$ cat src/rtl/axhm_pkg.sv
`default_nettype none

package axhm_pkg;

	// port and result widths
	localparam int RAW_W  = 16;
	localparam int ABS_W  = 16;
	localparam int HEAD_W = 9;
	localparam int MAG_W  = 15;

	// vectoring rotator: Q32 operands, 51-bit datapath, 36-bit angle
	localparam int ITERS = 34;
	localparam int FRAC  = 32;
	localparam int CW    = 51;
	localparam int ZW    = 36;

	// angle to whole degrees with pi taken as 3.14159
	localparam int DEG_W   = 7;
	localparam int DEG_MAX = 89;
	localparam longint unsigned DEG_NUM = 64'd18000000;
	localparam longint unsigned PI_NUM  = 64'd314159;

	// magnitude: floor(sqrt(sq * 1225^2)) / 2048
	localparam int SQ_W      = 32;
	localparam int SCALE_W   = 21;
	localparam logic [SCALE_W-1:0] MAG_SCALE = 21'd1500625;
	localparam int N_W       = 52;
	localparam int ROOT_W    = 26;
	localparam int MAG_SHIFT = ROOT_W - MAG_W;

	// pipeline depths of the two paths and the padding that lines them up
	localparam int CORDIC_LAT = ITERS + 2;
	localparam int SQRT_LAT   = 3 + ROOT_W;
	localparam int MAG_DLY    = CORDIC_LAT - SQRT_LAT;

	// signs of one item, carried alongside the datapath
	typedef struct packed {
		logic x_neg;
		logic x_zero;
		logic y_neg;
		logic y_zero;
	} axhm_sign_t;

	// arctan(2^-i) in Q32 radians, rounded to nearest
	function automatic logic [ZW-1:0] atan_q32(input int i);
		logic [ZW-1:0] v;
		case (i)
			0:  v = ZW'(64'd3373259426);
			1:  v = ZW'(64'd1991351318);
			2:  v = ZW'(64'd1052175346);
			3:  v = ZW'(64'd534100635);
			4:  v = ZW'(64'd268086748);
			5:  v = ZW'(64'd134174063);
			6:  v = ZW'(64'd67103403);
			7:  v = ZW'(64'd33553749);
			8:  v = ZW'(64'd16777131);
			9:  v = ZW'(64'd8388597);
			10: v = ZW'(64'd4194303);
			33: v = ZW'(64'd1);
			default: v = ZW'(64'd1 << (FRAC - i));
		endcase
		return v;
	endfunction

	// smallest Q32 angle that reaches m whole degrees
	function automatic logic [ZW-1:0] deg_thresh(input int m);
		longint unsigned p;
		p = 64'(m) * PI_NUM;
		p = p << FRAC;
		return ZW'((p + DEG_NUM - 64'd1) / DEG_NUM);
	endfunction

endpackage

`default_nettype wire

$ cat src/rtl/axhm_isqrt.sv
`default_nettype none

module axhm_isqrt (
	input  wire logic                        clk,
	input  wire logic                        en,
	input  wire logic [axhm_pkg::ABS_W-1:0]  ax,
	input  wire logic [axhm_pkg::ABS_W-1:0]  ay,
	output logic      [axhm_pkg::MAG_W-1:0]  mag
);
	import axhm_pkg::*;

	localparam int TW = N_W + 1;

	logic [SQ_W-1:0]   xx_s1;
	logic [SQ_W-1:0]   yy_s1;
	logic [SQ_W-1:0]   sq_s2;
	logic [N_W-1:0]    n_s3;
	logic [N_W-1:0]    rem_src  [ROOT_W];
	logic [ROOT_W-1:0] root_src [ROOT_W];
	logic [N_W-1:0]    rem_nx   [ROOT_W];
	logic [ROOT_W-1:0] root_nx  [ROOT_W];
	logic [TW-1:0]     trial    [ROOT_W];
	logic [N_W-1:0]    rem_s    [ROOT_W];
	logic [ROOT_W-1:0] root_s   [ROOT_W];

	// squares, sum, then scale to the square of mm/s^2 times 2^22
	always_ff @(posedge clk) begin
		if (en) begin
			xx_s1 <= SQ_W'(ax) * SQ_W'(ax);
			yy_s1 <= SQ_W'(ay) * SQ_W'(ay);
			sq_s2 <= xx_s1 + yy_s1;
			n_s3  <= N_W'(sq_s2) * N_W'(MAG_SCALE);
		end
	end

	// each root stage takes the previous stage's registers
	always_comb begin
		rem_src[0]  = n_s3;
		root_src[0] = '0;
		for (int j = 1; j < ROOT_W; j++) begin
			rem_src[j]  = rem_s[j-1];
			root_src[j] = root_s[j-1];
		end
	end

	// one root bit per stage, most significant first
	always_comb begin
		for (int j = 0; j < ROOT_W; j++) begin
			trial[j] = (TW'(root_src[j]) << (ROOT_W - j))
				+ (TW'(1) << (2 * (ROOT_W - 1 - j)));
			if ({1'b0, rem_src[j]} >= trial[j]) begin
				rem_nx[j]  = rem_src[j] - trial[j][N_W-1:0];
				root_nx[j] = root_src[j] | (ROOT_W'(1) << (ROOT_W - 1 - j));
			end else begin
				rem_nx[j]  = rem_src[j];
				root_nx[j] = root_src[j];
			end
		end
	end

	// root stage registers
	always_ff @(posedge clk) begin
		if (en) begin
			for (int j = 0; j < ROOT_W; j++) begin
				rem_s[j]  <= rem_nx[j];
				root_s[j] <= root_nx[j];
			end
		end
	end

	// dropping 11 bits divides by 2048
	assign mag = root_s[ROOT_W-1][ROOT_W-1:MAG_SHIFT];

endmodule

`default_nettype wire

$ cat config.mk
export PLATFORM = sky130hd
export DESIGN_NAME = axhm_isqrt
export DESIGN_NICKNAME = d
export VERILOG_FILES = /design/src/rtl/axhm_pkg.sv /design/src/rtl/axhm_isqrt.sv
export SDC_FILE = /design/constraint.sdc
export NUM_CORES = 2
export LEC_CHECK = 0
export ABC_AREA = 1
export BUFFER_PORTS_ARGS = -buffer_cell sky130_fd_sc_hd__buf_2
export CAP_MARGIN = 20
export CORE_UTILIZATION = 60
export CTS_BUF_LIST = sky130_fd_sc_hd__clkbuf_2 sky130_fd_sc_hd__clkbuf_4 sky130_fd_sc_hd__clkbuf_8
export DETAILED_ROUTE_END_ITERATION = 8
export PLACE_DENSITY = 0.76
export SLEW_MARGIN = 5
export SYNTH_ARGS = -nofsm -noshare
export SYNTH_HDL_FRONTEND = slang
export SYNTH_SLANG_ARGS = --single-unit
export TNS_END_PERCENT = 20
$ cat constraint.sdc
create_clock -name clk -period 13.8 [get_ports clk]
set_input_delay 2.76 -clock clk [delete_from_list [all_inputs] [get_ports clk]]
set_output_delay 2.76 -clock clk [all_outputs]
set_load 0.02 [all_outputs]
==> results.ini <==
[timing]
finalSetupViolCount=0
timing.final.crit_share_pct=53.9
fmax_mhz=134
finClkSkew_ns=0.0544
period_needed_ns=7.44
tns_ns=0
timing.slew.headroom_pct=21.0
fin_ws_ns=6.36
hold_viol=0
rsz0062_at_grt=false
slew_viol_final=0
tightest_slew_ns=1.18

[grt]
gr-total-overflow=0
grt_pass1_vias=54900
gr-usage-met1_pct=33.3
grt.total_usage_pct=27.1
grt_pass1_wl_um=285000
grt_antenna_before_repair=2
grt_util_met2_pct=47.7
grt_max_degree=199
grt-busiest-layer=met2
grt_util_met3_pct=3.31

[clock_tree]
clkTransAtPathRegs_ns=0.07
cts_tree=built
cts_buffer_depth=3
cts_num_sinks=1137
clock-root-buffer=clkbuf_8
htreeDepth=4
numCtsBuffers=179
clk_latency_ns=0.88
ctsResizeCount=0
postCtsHoldBufs=0
postCtsSetupRepairBufs=0

[placed_design]
port_buffers=48
detailedPlace.worstSlack_ns=5.49
dp_hpwl_um=143000
gp_congestion=1.01

[synth]
avgSynthCellArea_um2=9.62
syn-num-nets=9558
ys_seq_area_share_pct=42.9
syn_area_um2=79600
ys_ff_latch=1137
ys.flop_type=edfxtp_1
synth_edf_count=1137
syn-instance-count=8269
netlist-cell-type-count=55
async_flop_share_pct=0
yosys_warnings=0

[die]
fp.dieW_um=366
pin_count=49
rows=133
core_um2=131000
initial_utilization_pct=60.5
die_area_um2=134000
chipHeight_um=366

[critical_path]
worstSetupPathType=in2reg
worst-r2r-cell-count=21
critPathLaunch=ax[0]
cp-start-kind=primary input
critPathMaxFanout=18
r2r_end=n_s3[43]
worstSetupEndpointType=flop
reg2reg_slack_ns=7.54
reg2reg_from=sq_s2[7]
arrival_ns=8.06
critPathRequiredTime_ns=14.42

[drt]
dr.pass1.iters=8
drc=0
finalWirelength_um=179000
via_per_inst=5.27
final_antenna_net_count=0
num_vias=54500
routedWlPerCell_um=17.3
dr.first_iter.drc_count=3715

[finish]
final_common_cell=nand2_1
regArea_um2=34100
layout-drive-gt1-share_pct=5.17
final.fill_count=10500
final_nets=9715
multi_input_area_um2=38500
layout_common_cells=2088 x nand2_1, 1716 x inv_1, 1137 x edfxtp_1
area_growth_syn_to_layout_pct=7.34

[flow_run]
cap_violations=0

[run_status]
status=completed

[min_path]
holdPathStages=0
min_to=root_s[1][18]
min_path_type=reg2reg
min_from=root_s[0][408]

## routing by layer
metal / up-vias / wire (um)
li1: 26600 / -
met1: 26100 / 71600
met2: 1467 / 90000
met3: 348 / 8350
met4: 2 / 8660
met5: - / 12
## cells in the mapped netlist (20+ instances only)
library cell,count,area share (%)
nand2_1,2088,9.9
inv_1,1716,8.1
edfxtp_1,1137,43
nor2_1,704,3.3
ha_1,657,10
fa_1,598,15
nand3_1,324,2.0
a21oi_1,219,1.4
xor2_1,158,1.7
nand4_1,115,0.90
o21ai_0,109,0.69
nor3_1,73,0.46
clkbuf_1,59,0.28
xnor2_1,50,0.55
nand3b_1,36,0.34
a21o_1,21,0.20
nor4_1,20,0.16
## sequential cells by signal (all words and copies together) (netlist names)
register and count:
rem_s 706, n_s3 52, sq_s2 32, root_s 285, yy_s1 31, xx_s1 31
## worst max-delay path, stage by stage
cell and delay (ns):
buf_2 0.42, nand2_1 0.21, fa_1 0.54, fa_1 0.56
inv_1 0.06, fa_1 0.52, fa_1 0.53, fa_1 0.55
inv_1 0.06, fa_1 0.54, inv_1 0.05, ha_1 0.35
nand2_1 0.11, nor2_1 0.14, inv_1 0.10, nor3_1 0.14
nand2_1 0.07, nand2_1 0.12, nand2_1 0.08, nand3_1 0.07
nand2_1 0.06
## stage by stage
stage	util (%)	hold slack (ns)	std cells	cell area [um2]
floorplan	-	0.400	8269	79600
global placement	62.1	0.401	9999	81700
detailed placement	62.1	0.405	9999	81700
CTS	64.9	0.412	10300	85400
global route	65.0	0.412	10300	85400
finish	65.0	0.407	10300	85400
## kinds of logic after synthesis
family | count (synthesis) | share of synthesized area (%)
xor+xnor | 208 | 2.29
flops | 1137 | 42.9
simple gates | 3442 | 17.9
fa+ha+maj | 1255 | 25.4
compound gates | 411 | 2.84
buf+inv | 1815 | 8.70
mux | 1 | 0.0142
## layout make-up
type	count	area share (%)
antenna	7	0.0205
clock buffer	226	3.30
clock inverter	102	0.976
inverter	1731	7.61
multi-input combinational	5317	45.1
sequential	1137	40.0
tap	1755	2.57
timing repair buffer	60	0.466
## worst max path at each step
stage | slack (ns) | endpoint | cells past startpoint
after global routing | 6.08 | xx_s1[27] | 21
after CTS | 6.42 | xx_s1[27] | 21
final | 6.36 | xx_s1[27] | 21
after floorplan | 5.86 | yy_s1[24] | 20
after detailed placement | 5.49 | xx_s1[27] | 21
after global placement | 5.57 | xx_s1[27] | 21
Power is not shown: default switching activity piles up to over one toggle a cycle in this logic, so the estimate is an artifact.
